`config.mk`:
```
export PLATFORM = sky130hd
export DESIGN_NAME = hkv_bucket_ram
export DESIGN_NICKNAME = d
export VERILOG_FILES = /design/src/hw/rtl/hkv_pkg.sv /design/src/hw/rtl/hkv_bucket_ram.sv
export SDC_FILE = /design/constraint.sdc
export NUM_CORES = 2
export LEC_CHECK = 0
export BUFFER_PORTS_ARGS = -buffer_cell sky130_fd_sc_hd__clkbuf_2
export CAP_MARGIN = 20
export CORE_ASPECT_RATIO = 0.9
export CORE_MARGIN = 8
export CORE_UTILIZATION = 64
export CTS_BUF_LIST = sky130_fd_sc_hd__clkbuf_8
export DETAILED_ROUTE_END_ITERATION = 12
export MAX_ROUTING_LAYER = met4
export PLACE_DENSITY_LB_ADDON = 0.2
export SLEW_MARGIN = 20
export SYNTH_ARGS = -nofsm -noshare
export SYNTH_HDL_FRONTEND = slang
export SYNTH_SLANG_ARGS = --single-unit
```
`constraint.sdc`:
```
create_clock -name clock -period 24.3 [get_ports clock]
set_input_delay 3.645 -clock clock [delete_from_list [all_inputs] [get_ports clock]]
set_output_delay 3.645 -clock clock [all_outputs]
set_load 0.01 [all_outputs]
```
`src/hw/rtl/hkv_pkg.sv`:
```
// hkv_pkg: sizes, codes and word types for the hashed key/value store
// used by every file under hw/rtl; depends on nothing
package hkv_pkg;

   localparam int NUM_BUCKETS     = 16;   // power of two, bucket taken from key low bits
   localparam int WAYS_PER_BUCKET = 4;
   localparam int KEY_BITS        = 32;
   localparam int VALUE_BITS      = 32;

   localparam int SLOT_COUNT  = NUM_BUCKETS * WAYS_PER_BUCKET;
   localparam int BUCKET_BITS = (NUM_BUCKETS > 1) ? $clog2(NUM_BUCKETS) : 1;
   localparam int WAY_BITS    = (WAYS_PER_BUCKET > 1) ? $clog2(WAYS_PER_BUCKET) : 1;
   localparam int COUNT_BITS  = 7;

   typedef enum logic [1:0] {
      ACT_PUT    = 2'd0,
      ACT_REMOVE = 2'd1,
      ACT_GET    = 2'd2,
      ACT_CLEAR  = 2'd3
   } action_type;

   typedef enum logic [1:0] {
      ST_OK        = 2'd0,
      ST_NOT_FOUND = 2'd1,
      ST_FULL      = 2'd2,
      ST_BAD_KEY   = 2'd3
   } status_type;

   typedef struct packed {
      action_type             action;
      logic [KEY_BITS-1:0]    key;
      logic [VALUE_BITS-1:0]  value_in;
   } req_word_type;

   typedef struct packed {
      status_type             status;
      logic                   found;
      logic [VALUE_BITS-1:0]  value_out;
      logic [COUNT_BITS-1:0]  entry_count;
   } rsp_word_type;

   // one way of a bucket row as held in the memory
   typedef struct packed {
      logic [KEY_BITS-1:0]    key;
      logic [VALUE_BITS-1:0]  value;
   } way_entry_type;

   typedef way_entry_type [WAYS_PER_BUCKET-1:0] bucket_row_type;
   typedef logic [WAYS_PER_BUCKET-1:0]          way_mask_type;

   // outcome of the parallel way compare
   typedef struct packed {
      logic                 hit;
      logic [WAY_BITS-1:0]  hit_way;
      logic                 has_free;
      logic [WAY_BITS-1:0]  free_way;
   } match_type;

endpackage

```
`src/hw/rtl/hkv_bucket_ram.sv`:
```
// hkv_bucket_ram: one row per bucket holding the keys and values of all ways
// depends on hkv_pkg; single write port, single read port, registered read
module hkv_bucket_ram import hkv_pkg::*; (
   input  logic                    clock,
   input  logic                    rd_en,
   input  logic [BUCKET_BITS-1:0]  rd_addr,
   output bucket_row_type          rd_row,
   input  logic                    wr_en,
   input  logic [BUCKET_BITS-1:0]  wr_addr,
   input  bucket_row_type          wr_row
);

   bucket_row_type mem [NUM_BUCKETS];
   bucket_row_type rd_row_ff;

   // write port
   always_ff @(posedge clock) begin
      if (wr_en) begin
         mem[wr_addr] <= wr_row;
      end
   end

   // read port, data held until the next read
   always_ff @(posedge clock) begin
      if (rd_en) begin
         rd_row_ff <= mem[rd_addr];
      end
   end

   assign rd_row = rd_row_ff;

endmodule

```
==> flow_summary.yaml <==
status:
  status: "finished, final reports clean"
sta:
  fmax_mhz: 107
  fin_crit_ns: 9.32
  min_period_over_period_pct: 38.4
  drv_slew: 0
  fin_skew_ns: 0.0587
  setup_viol: 0
  rsz0062_at_grt: "no"
  finalSetupTns_ns: 0
  hold_viol: 0
  max_slew_margin_pct: 8.42
  worst_pin_slew_ns: 1.37
place:
  portBuffers: 522
  place.gp.congestion: 0.746
  placed_area_sq_um: 168000
  place_hpwl_mm: 185
critical_path:
  criticalPathCategory: "in -> reg"
  cp_slowest_cell: "buf_4"
  cp.required_ns: 25.06
  cp_max_fo: 78
  slowest_delay_ns: 0.88
  cp-end-kind: "flop"
  start_kind: "primary input"
  arrival_ns: 10.08
  crit_top_cell: "buf_4"
  path_cells: "buf_8 > buf_4 > buf_4 > buf_4 > buf_4 > buf_4 > buf_4 > mux4_2 > a22oi_1 > nand2_1"
drt:
  wl_per_cell_um: 32.0
  totalWireLength_mm: 369
  drtPass1Iterations: 6
  drt_iter0_markers: 9199
  ant_nets: 0
  drc: 0
  via_per_inst: 6.57
  vias: 75800
yosys:
  synth_edf_count: 4352
  async_flop_share_pct: 0
  synth_top_flop_cell: "edfxtp_1"
  syn_area_sq_um: 161000
  syn_inst: 6648
  seq_area_frac_synth_pct: 81.1
  synth_area_leaders: "edfxtp_1 (81%), mux4_2 (14%), a22oi_1 (2.1%)"
  yosys-top-cells-count: "edfxtp_1 (4,352), mux4_2 (968), a22oi_1 (450)"
  synth_area_leader_cell: "edfxtp_1"
  synth_top_area_share_pct: 81.1
  ys_ff_latch: 4352
  ys_types: 25
  syn-num-nets: 6915
  synth.most_common_cell: "edfxtp_1"
  ys_warn_count: 0
  syn_area_per_cell_sq_um: 24.3
global_routing:
  grt_pass1_wl_mm: 531
  grt_max_degree: 115
  grt_overflow: 0
  track_usage_pct: 28.2
  grt_pass1_vias: 78500
  grt_antenna_before_repair: 107
pwr:
  power_leakage_nw: 58.1
  powerDensity_nw_per_um2: 81.5
  ir_worst_vdd_uv: 66.6
finish:
  area_growth_pct: 11.5
  post-route-cell-area_sq_um: 180000
  fin_util_pct: 71.8
  final_layout_size_suffix_gt1_share_pct: 31.5
  layout.nets: 7884
clocking:
  numCtsBuffers: 653
  post_cts_buffers: 0
  clk_pin_slew_ns: 0.06
  cts_buffer_depth: 4
  cts_sinks: 4352
  htree_levels: 6
  clk_latency_ns: 1.06
  post_cts_resized: 0
  cts_tree: "done"
  cts_hold_buf: 0
  cts_root_buffer: "clkbuf_8"
floorplanning:
  die_h_um: 492
  pin_count: 523
  die_area_sq_um: 268000
  die-width_um: 545
  core_sq_um: 250000
  initial_utilization_pct: 64.4
  rows: 174
min_path:
  min_path_type: "reg -> reg"
flow_run:
  cap_viol_max_count: 0
critical path: cells and delay by family:
kind | cells | cell delay (ns)
compound gates | 1 | 0.23
mux | 1 | 0.43
simple gates | 1 | 0.09
buf+inv | 7 | 5.45
cell type report:
cell class	instances	area, sq um
sequential	4352	131000
fill	14000	70500
multi-input combinational	1943	28900
clock buffer	662	9110
tap	3344	4180
timing repair buffer	667	4040
clock inverter	486	2540
antenna	96	240
state kept, by name, indices dropped and copies added (netlist names):
name	cells
mem	4096
rd_row	256
power by group:
| group | internal, W | total, W | switching, W |
|---|---|---|---|
| Combinational | 0.000279 | 0.000723 | 0.000444 |
| Sequential | 0.00846 | 0.00852 | 0.0000580 |
| Clock | 0.00268 | 0.00541 | 0.00273 |
placed cells by master, fill, tap and decap left out, drive strengths merged:
master	synthesis	final
a221oi	23	23
and2	3	3
or2	1	1
clkinv	0	229
nand2	202	202
nor3	4	4
mux2i	35	35
clkbuf	150	1179
o21ai	27	27
nor2	15	15
clkinvlp	0	13
edfxtp	4352	4352
mux4	968	968
or3b	1	1
nor2b	39	39
a22oi	450	450
buf	203	150
o221ai	33	33
bufinv	0	12
nand3	1	1
inv	0	232
o22a	6	6
nand3b	2	2
diode	0	96
nand2b	27	27
mux2	106	106
path summary, 6_finish.rpt:
kind / from / endpoint / slack, ns / depth (start not counted)
setup / recovery: rd_addr[1] / rd_row[117] / 14.98 / 10
hold reg to reg: mem[14][116] / rd_row[116] / 0.69 / 3
setup reg to reg: mem[7][110] / rd_row[110] / 22.67 / 3
hold / removal: mem[14][116] / rd_row[116] / 0.69 / 3
per-stage QoR:
| stage | setup slack, ns | hold WS, ns | std cells | power (W) |
|---|---|---|---|---|
| 2_1_floorplan | 1.73 | 0.710 | 6648 | 0.00911 |
| 3_3_place_gp | 13.97 | 0.722 | 10300 | 0.00938 |
| 4_1_cts | 14.99 | 0.703 | 11500 | 0.0147 |
| 5_1_grt | 14.67 | 0.750 | 11500 | 0.0151 |
| 6_report | 14.98 | 0.694 | 11600 | 0.0147 |
| 3_5_place_dp | 13.86 | 0.728 | 10300 | 0.00941 |
cell families (layout without fill, tap and decap cells):
kind of cell           count (synthesis)  after routing  share of synthesized area [%]
AO/OA/AOI/OAI                        539            539                           2.52
flip-flops                          4352           4352                           81.1
AND/OR/NAND/NOR                      295            295                          0.809
other                                  0             96                              0
buffers and inverters                353           1815                           1.13
multiplexers                        1109           1109                           14.5
per-layer routing:
| layer | routed length (um) | vias up | track usage [%] |
|---|---|---|---|
| met5 | 0 | - | - |
| met4 | 10200 | 0 | 9.08 |
| met3 | 42800 | 584 | 7.50 |
| met2 | 177000 | 4326 | 42.6 |
| met1 | 139000 | 40100 | 38.3 |
| li1 | - | 30800 | - |
Power figures use the tool's default switching activity.
