<file path="src/hw/rtl/hkv_pkg.sv">
// hkv_pkg: sizes, codes and word types for the hashed key/value store
// used by every file under hw/rtl; depends on nothing
package hkv_pkg;

   localparam int NUM_BUCKETS     = 16;   // power of two, bucket taken from key low bits
   localparam int WAYS_PER_BUCKET = 4;
   localparam int KEY_BITS        = 32;
   localparam int VALUE_BITS      = 32;

   localparam int SLOT_COUNT  = NUM_BUCKETS * WAYS_PER_BUCKET;
   localparam int BUCKET_BITS = (NUM_BUCKETS > 1) ? $clog2(NUM_BUCKETS) : 1;
   localparam int WAY_BITS    = (WAYS_PER_BUCKET > 1) ? $clog2(WAYS_PER_BUCKET) : 1;
   localparam int COUNT_BITS  = 7;

   typedef enum logic [1:0] {
      ACT_PUT    = 2'd0,
      ACT_REMOVE = 2'd1,
      ACT_GET    = 2'd2,
      ACT_CLEAR  = 2'd3
   } action_type;

   typedef enum logic [1:0] {
      ST_OK        = 2'd0,
      ST_NOT_FOUND = 2'd1,
      ST_FULL      = 2'd2,
      ST_BAD_KEY   = 2'd3
   } status_type;

   typedef struct packed {
      action_type             action;
      logic [KEY_BITS-1:0]    key;
      logic [VALUE_BITS-1:0]  value_in;
   } req_word_type;

   typedef struct packed {
      status_type             status;
      logic                   found;
      logic [VALUE_BITS-1:0]  value_out;
      logic [COUNT_BITS-1:0]  entry_count;
   } rsp_word_type;

   // one way of a bucket row as held in the memory
   typedef struct packed {
      logic [KEY_BITS-1:0]    key;
      logic [VALUE_BITS-1:0]  value;
   } way_entry_type;

   typedef way_entry_type [WAYS_PER_BUCKET-1:0] bucket_row_type;
   typedef logic [WAYS_PER_BUCKET-1:0]          way_mask_type;

   // outcome of the parallel way compare
   typedef struct packed {
      logic                 hit;
      logic [WAY_BITS-1:0]  hit_way;
      logic                 has_free;
      logic [WAY_BITS-1:0]  free_way;
   } match_type;

endpackage

</file>
<file path="src/hw/rtl/hkv_way_match.sv">
// hkv_way_match: compares a key against every way of one bucket at once
// depends on hkv_pkg; lowest-numbered hit and lowest free way win
module hkv_way_match import hkv_pkg::*; (
   input  bucket_row_type        row,
   input  way_mask_type          valid,
   input  logic [KEY_BITS-1:0]   key,
   output match_type             result
);

   // scan from the top so the lowest way is left standing
   always_comb begin
      result = '0;
      for (int w = WAYS_PER_BUCKET - 1; w >= 0; w--) begin
         if (valid[w]) begin
            if (row[w].key == key) begin
               result.hit     = 1'b1;
               result.hit_way = WAY_BITS'(w);
            end
         end else begin
            result.has_free = 1'b1;
            result.free_way = WAY_BITS'(w);
         end
      end
   end

endmodule

</file>
<file path="config.mk">
export PLATFORM = sky130hd
export DESIGN_NAME = hkv_way_match
export DESIGN_NICKNAME = d
export VERILOG_FILES = /design/src/hw/rtl/hkv_pkg.sv /design/src/hw/rtl/hkv_way_match.sv
export SDC_FILE = /design/constraint.sdc
export NUM_CORES = 1
export LEC_CHECK = 0
export BUFFER_PORTS_ARGS = -buffer_cell sky130_fd_sc_hd__buf_2
export CORE_AREA = 2 2 117 119
export DETAILED_ROUTE_END_ITERATION = 10
export DIE_AREA = 0 0 119 121
export GPL_TIMING_DRIVEN = 1
export PLACE_DENSITY = 0.49
export SETUP_SLACK_MARGIN = 0.4
export SLEW_MARGIN = 20
export SYNTH_ARGS = -nofsm -noshare
export SYNTH_HDL_FRONTEND = slang
export SYNTH_SLANG_ARGS = --single-unit
export TNS_END_PERCENT = 1
</file>
<file path="constraint.sdc">
create_clock -name vclk -period 2
set_input_delay 0.3 -clock vclk [all_inputs]
set_output_delay 0.3 -clock vclk [all_outputs]
set_load 0.01 [all_outputs]
</file>
==> summary.md, run 1 <==
| Metric | Value |
|---|---|
| Initial antenna violation count | `2` |
| Placed cell area | `2870 sq um` |
| Hold buffer count at CTS | `0` |
| Design Area, Final | `about 3300 sq um` |
| Adder-cell share of the synthesized area | `0` |
| N_diodes | `0` |
| Vias in the first global route | `2,253` |
| Compound-cell area share of the yosys netlist | `0.0234` |
| Area of the multi-input gates | `between 1500 and 2000 sq um` |
| Worst-Margin Slew | `399 ps` |
| Pleak | `0.00145 uW` |
| Max Cap Viol | `0` |
| Final Worst Setup Slack | `~42 ps` |
| FF+latch count | `0` |
| Overall Power | `around 700 uW` |
| Gr usage total | `0.118` |
| Via count | `2,094` |
| Synth Net Count | `496` |
| Die height | `about 120 um` |
| Clk pwr share | `0` |
| Top cells by area, synth | `xnor2_1 59%, nand4_1 10%, xor2_1 8.2%` |
| Int Power | `405 uW` |
| Comb pwr share | `1.000` |
| Synth top area share | `0.590` |
| Die area | `around 14,000 sq um` |
| Worst VDD drop | `approximately 0.085 mV` |
| Antenna viol nets, final | `0` |
| Cell Rows | `42` |
| DIE WIDTH | `119 um` |
| Min-Delay Path Class | `input port to output port` |
| Cell count after synthesis | `204` |
| Worst setup EP type | `output port` |
| Drt drc | `0` |
| DP HPWL | `8300 um` |
| Cell taking the most area after synthesis | `xnor2_1` |
| Port-buffer cells | `170` |
| Placed Cells | `561` |
| Overflow after GRT | `0` |
| Simple-gate share of the synthesized area | `0.198` |
| Reg area | `0 sq um` |
| Post-synthesis sequential area ratio | `0` |
| CP Launch Type | `input port` |
| Period utilization | `0.979` |
| First DRT Iteration DRCs | `21` |
| Layout Nets | `680` |
| Max-slew violation count | `0` |
| Syn Area/Cell | `between 7 and 8 sq um` |
| Fillers | `1,457` |
| Largest family of logic cells by synthesized area | `XOR/XNOR gates` |
| 1st-pass router iterations | `2` |
| Finished Layout Cells | `roughly 560` |
| Post-Synth XOR/XNOR Area | `0.713` |
| Status | `completed` |
| Pwr Density | `213 nW/um^2` |
| Syn. warnings | `0` |
| IO Count | `298` |
| Switching share of power | `0.422` |
| Fin. Hold Viols | `0` |
| Core box area | `13,100 sq um` |
| Initial Utilization | `0.122` |
| Hold Slack | `911 ps` |
| Post-synthesis cell type count | `20` |
| CP Class | `input port to output port` |
| CLK BUF | `0` |
| Flop pwr share | `0` |
| Area growth syn-to-layout | `106%` |
| Global-route wire length before repair | `12,600 um` |
| Setup slack after placement | `-199 ps` |
| Detailed Route WL | `between 8000 and 9000 um` |
| Routability congestion estimate | `0.734` |
| Tmin final | `1960 ps` |
| Layout cells sized above 1 | `0.630` |
| Via density | `3.73` |
| Max Clk Rate | `511 MHz` |
| Syn Std Cell Area | `~1600 sq um` |
| CP required | `1700 ps` |
| Endpoints failing setup | `0` |
| Critical Path Fanout Max | `4` |
| DR WL/cell | `15.8 um` |
| Net switching power | `296 uW` |
| Multiplexer share of the synthesized area | `0` |
| Max-Slew Margin vs Limit | `0.733` |
| Largest net degree at the start of global routing | `5` |
| Worst endpoint data arrival time | `roughly 1700 ps` |
| RSZ-0062 raised after global routing | `yes` |
final cells by class:
class | instances | area share
inverters | 1 | 0.00114
repair buffers | 199 | 0.379
multi-input cells | 186 | 0.553
well taps | 176 | 0.0667
final timing paths:
check | startpoint | to | slack (ps) | cells past startpoint
setup / recovery | key[17] | result[3] | 40 | 9
hold / removal | valid[3] | result[1] | 910 | 3
cells by family after synthesis:
| kind of cell | after synthesis |
|---|---|
| xor gates and xnor gates | 127 |
| and+or+nand+nor | 54 |
| buffers and inverters | 18 |
| AOI/OAI and AO/OA | 5 |
Yosys cell counts:
library cell / n
nand3_1: 8
a21boi_2: 1
nand4_1: 26
clkbuf_1: 9
inv_1: 1
nor3_1: 4
xnor2_2: 4
o2111ai_1: 1
clkbuf_2: 1
a21boi_0: 1
buf_2: 2
a21oi_1: 2
buf_6: 4
nand2b_1: 3
nand2_1: 2
and3_1: 3
xnor2_1: 108
nor4_1: 8
buf_4: 1
xor2_1: 15
metrics by stage:
stage | util | setup TNS (ps)
global placement | 0.219 | -528
finish | 0.252 | 0
detailed placement | 0.219 | -528
floorplan | - | 0
global route | 0.252 | -206
CTS | 0.241 | 0
power groups by stage:
stage          combinational, uW  clock [uW]  sequential (uW)
4_1_cts                      686           0                0
5_1_grt                      766           0                0
3_3_place_gp                 612           0                0
6_report                     702           0                0
3_5_place_dp                 620           0                0
2_1_floorplan                296           0                0
per-layer routing:
metal,part of all wire,global-route usage
met1,0.42,0.145
met2,0.51,0.224
met3,0.070,0.0240
met4,0.0035,0.00298
met5,0.0037,0
layout by cell type (no fill, tap or decap), types with 2 or more instances in the layout:
cell type,instances
and3_1,3
nand3_1,4
xor2_1,14
xnor2_2,25
nand3_2,3
buf_4,23
nor3_1,3
nand4_1,26
buf_6,14
nor4_2,5
nand2b_1,2
xnor2_4,4
nor4_1,2
buf_12,6
xnor2_1,83
buf_2,154
buf_8,2
nand2_1,2
timing repair:
action	4_1_cts	5_1_grt
setup endpoints to repair	3	3
pin swaps	28	15
cloned	0	0
resized for setup	52	29
setup buffers	0	1
critical path, cell delays in order:
cell      delay, ps
buf_4           140
xnor2_2         140
nand4_1         140
nor4_2          290
buf_4           170
nand3_4          70
nand2b_4        140
a21boi_2        110
buf_2           150
(Power assumes the default switching activity.)
==> inputs of run 2 (changes only) <==
--- a/config.mk
+++ b/config.mk
@@ -6,11 +6,11 @@
 export NUM_CORES = 1
 export LEC_CHECK = 0
 export BUFFER_PORTS_ARGS = -buffer_cell sky130_fd_sc_hd__buf_2
-export CORE_AREA = 2 2 117 119
+export CORE_AREA = 2 2 114 116
 export DETAILED_ROUTE_END_ITERATION = 10
-export DIE_AREA = 0 0 119 121
+export DIE_AREA = 0 0 116 118
 export GPL_TIMING_DRIVEN = 1
-export PLACE_DENSITY = 0.49
+export PLACE_DENSITY = 0.51
 export SETUP_SLACK_MARGIN = 0.4
 export SLEW_MARGIN = 20
 export SYNTH_ARGS = -nofsm -noshare
==> constraint.sdc (replaced) <==
create_clock -name vclk -period 2.39
set_input_delay 0.3585 -clock vclk [all_inputs]
set_output_delay 0.3585 -clock vclk [all_outputs]
set_load 0.01 [all_outputs]
==> summary.md, run 2 (same netlist as run 1, synthesis figures left out) <==
| Metric | Value |
|---|---|
| Status | `completed (unchanged)` |
| Gr usage total | `0.124 (was 0.118)` |
| Die height | `118 um (was 121 um)` |
| Layout Nets | `655 (was 680)` |
| Initial Utilization | `0.129 (was 0.122)` |
| CP Class | `input port to output port (unchanged)` |
| CP peak stage delay | `330 ps (was 290 ps)` |
| RSZ-0062 raised after global routing | `yes (unchanged)` |
| Critical Path Fanout Max | `3 (was 4)` |
| GR peak layer | `met2 (unchanged)` |
| Min-Delay Path Class | `input port to output port (unchanged)` |
| DIE WIDTH | `116 um (was 119 um)` |
| Die area | `13,700 sq um (was 14,400 sq um)` |
| Number of stages on the worst setup path | `8 (was 9)` |
| Setup TNS | `0 ps (unchanged)` |
| Core box area | `12,400 sq um (was 13,100 sq um)` |
| Area growth syn-to-layout | `84.0% (was 106%)` |
| Max Clk Rate | `around 470 MHz` |
| Port-buffer cells | `170 (unchanged)` |
| 1st-pass router iterations | `4 (was 2)` |
| DR WL/cell | `16.6 um (was 15.8 um)` |
| Via count | `1,995 (was 2,094)` |
| CP required | `2030 ps (was 1700 ps)` |
| Worst VDD drop | `0.0600 mV (was 0.0849 mV)` |
| Antenna viol nets, final | `0 (unchanged)` |
| Max-slew violation count | `0 (unchanged)` |
| Critical Path, Cell by Cell | `buf_12 > buf_4 > xnor2_2 > nand4_1 > nor4_2 > nand3_1 > a21boi_2 > buf_2 (was buf_4 > xnor2_2 > nand4_1 > nor4_2 > buf_4 > nand3_4 > nand2b_4 > a21boi_2 > buf_2)` |
| Hold Slack | `1020 ps (was 911 ps)` |
| Endpoints failing setup | `0 (unchanged)` |
| Setup slack after placement | `-209 ps (was -199 ps)` |
| Reg area | `0 sq um (unchanged)` |
| Tmin final | `2110 ps` |
| Buf/Inv on CP | `3 (unchanged)` |
| Fin. Hold Viols | `0 (unchanged)` |
| Detailed Route WL | `8900 um (was 8880 um)` |
| Global-route wire length before repair | `12,400 um (was 12,600 um)` |
| Largest net degree at the start of global routing | `6 (was 5)` |
| FF+latch count | `0 (unchanged)` |
| Met1 Usage GRT | `0.161 (was 0.145)` |
| Max Cap Viol | `0 (unchanged)` |
| Pleak | `0.00127 uW (was 0.00145 uW)` |
| CLK BUF | `0 (unchanged)` |
| Finished Layout Cells | `537 (was 562)` |
| Top delay family on crit path | `simple AND/OR/NAND/NOR gates (unchanged)` |
| Hold buffer count at CTS | `0 (unchanged)` |
| First DRT Iteration DRCs | `37 (was 21)` |
| CP Launch Type | `input port (unchanged)` |
| Routability congestion estimate | `0.698 (was 0.734)` |
| Max-Slew Margin vs Limit | `0.767 (was 0.733)` |
| DP HPWL | `8160 um (was 8300 um)` |
| Cell Rows | `41 (was 42)` |
| Hold depth | `3 (unchanged)` |
| Commonest non-fill, non-tap cell in the layout | `buf_2 (unchanged)` |
| Met3 Resource Use GR | `0.0294 (was 0.0240)` |
| Most frequent cells in the layout | `156 x buf_2, 91 x xnor2_1, 26 x nand4_1, 17 x xnor2_2, 15 x xor2_1 (was 154 x buf_2, 83 x xnor2_1, 26 x nand4_1, 25 x xnor2_2, 23 x buf_4)` |
| Critical path's slowest cell | `nor4_2 (unchanged)` |
| Pwr Density | `180 nW/um^2 (was 213 nW/um^2)` |
| Overflow after GRT | `0 (unchanged)` |
| Placed Cells | `529 (was 561)` |
| Vias in the first global route | `2,141 (was 2,253)` |
| Worst endpoint data arrival time | `1750 ps (was 1660 ps)` |
| Period utilization | `0.883` |
| Drt drc | `0 (unchanged)` |
| Final Worst Setup Slack | `280 ps (was 41.6 ps)` |
| Via density | `3.72 (was 3.73)` |
| Layout cells sized above 1 | `0.573 (was 0.630)` |
| Worst setup EP type | `output port (unchanged)` |
| IO Count | `298 (unchanged)` |
| Initial antenna violation count | `6 (was 2)` |
| Met2 Usage GRT | `0.216 (was 0.224)` |
| Worst-Margin Slew | `348 ps (was 399 ps)` |
==> run 2: changes by cell type in the layout (fill, tap and decap cells not counted), sizes merged <==
cell	change
buf	-26
diode	+4
clkbuf	+1
==> run 2: path summary, 6_finish.rpt <==
kind,to,start
worst max-delay path,result[3],key[0]
worst min-delay path,result[1],valid[3]
==> run 2: report_power, final <==
part           leakage [uW]  internal [uW]  switching (uW)
logic               0.00127            290             240
clock network  0.0000000254       0.000224               0
registers                 0              0               0
==> run 2: layout make-up <==
| class | count | area, sq um |
|---|---|---|
| Fill cell | 1402 | 9470 |
| Multi-Input combinational cell | 186 | 1760 |
| Inverter | 1 | 3.75 |
| Timing Repair Buffer | 174 | 960 |
| Antenna cell | 4 | 10.0 |
| Tap cell | 172 | 215 |
==> run 2: repair_timing <==
| action | 4_1_cts | 5_1_grt |
|---|---|---|
| setup buffers | 2 | 2 |
| pin swaps | 13 | 21 |
| resized for setup | 34 | 30 |
| cloned | 0 | 0 |
| endpoints found under the setup margin | 3 | 3 |
==> run 2: per-layer routing <==
metal	wire [um]	vias to the layer above	part of all wire
li1	-	1007	-
met1	3870	875	0.43
met2	4200	103	0.47
met3	765	6	0.086
met4	42	4	0.0047
met5	27	-	0.0030
==> run 2: through the flow <==
stage,cell area (sq um),utilization,power (uW)
detailed placement,2570,0.207,476
finish,2950,0.238,530
global route,2940,0.237,583
CTS,2780,0.224,516
floorplan,1600,-,240
global placement,2570,0.207,471
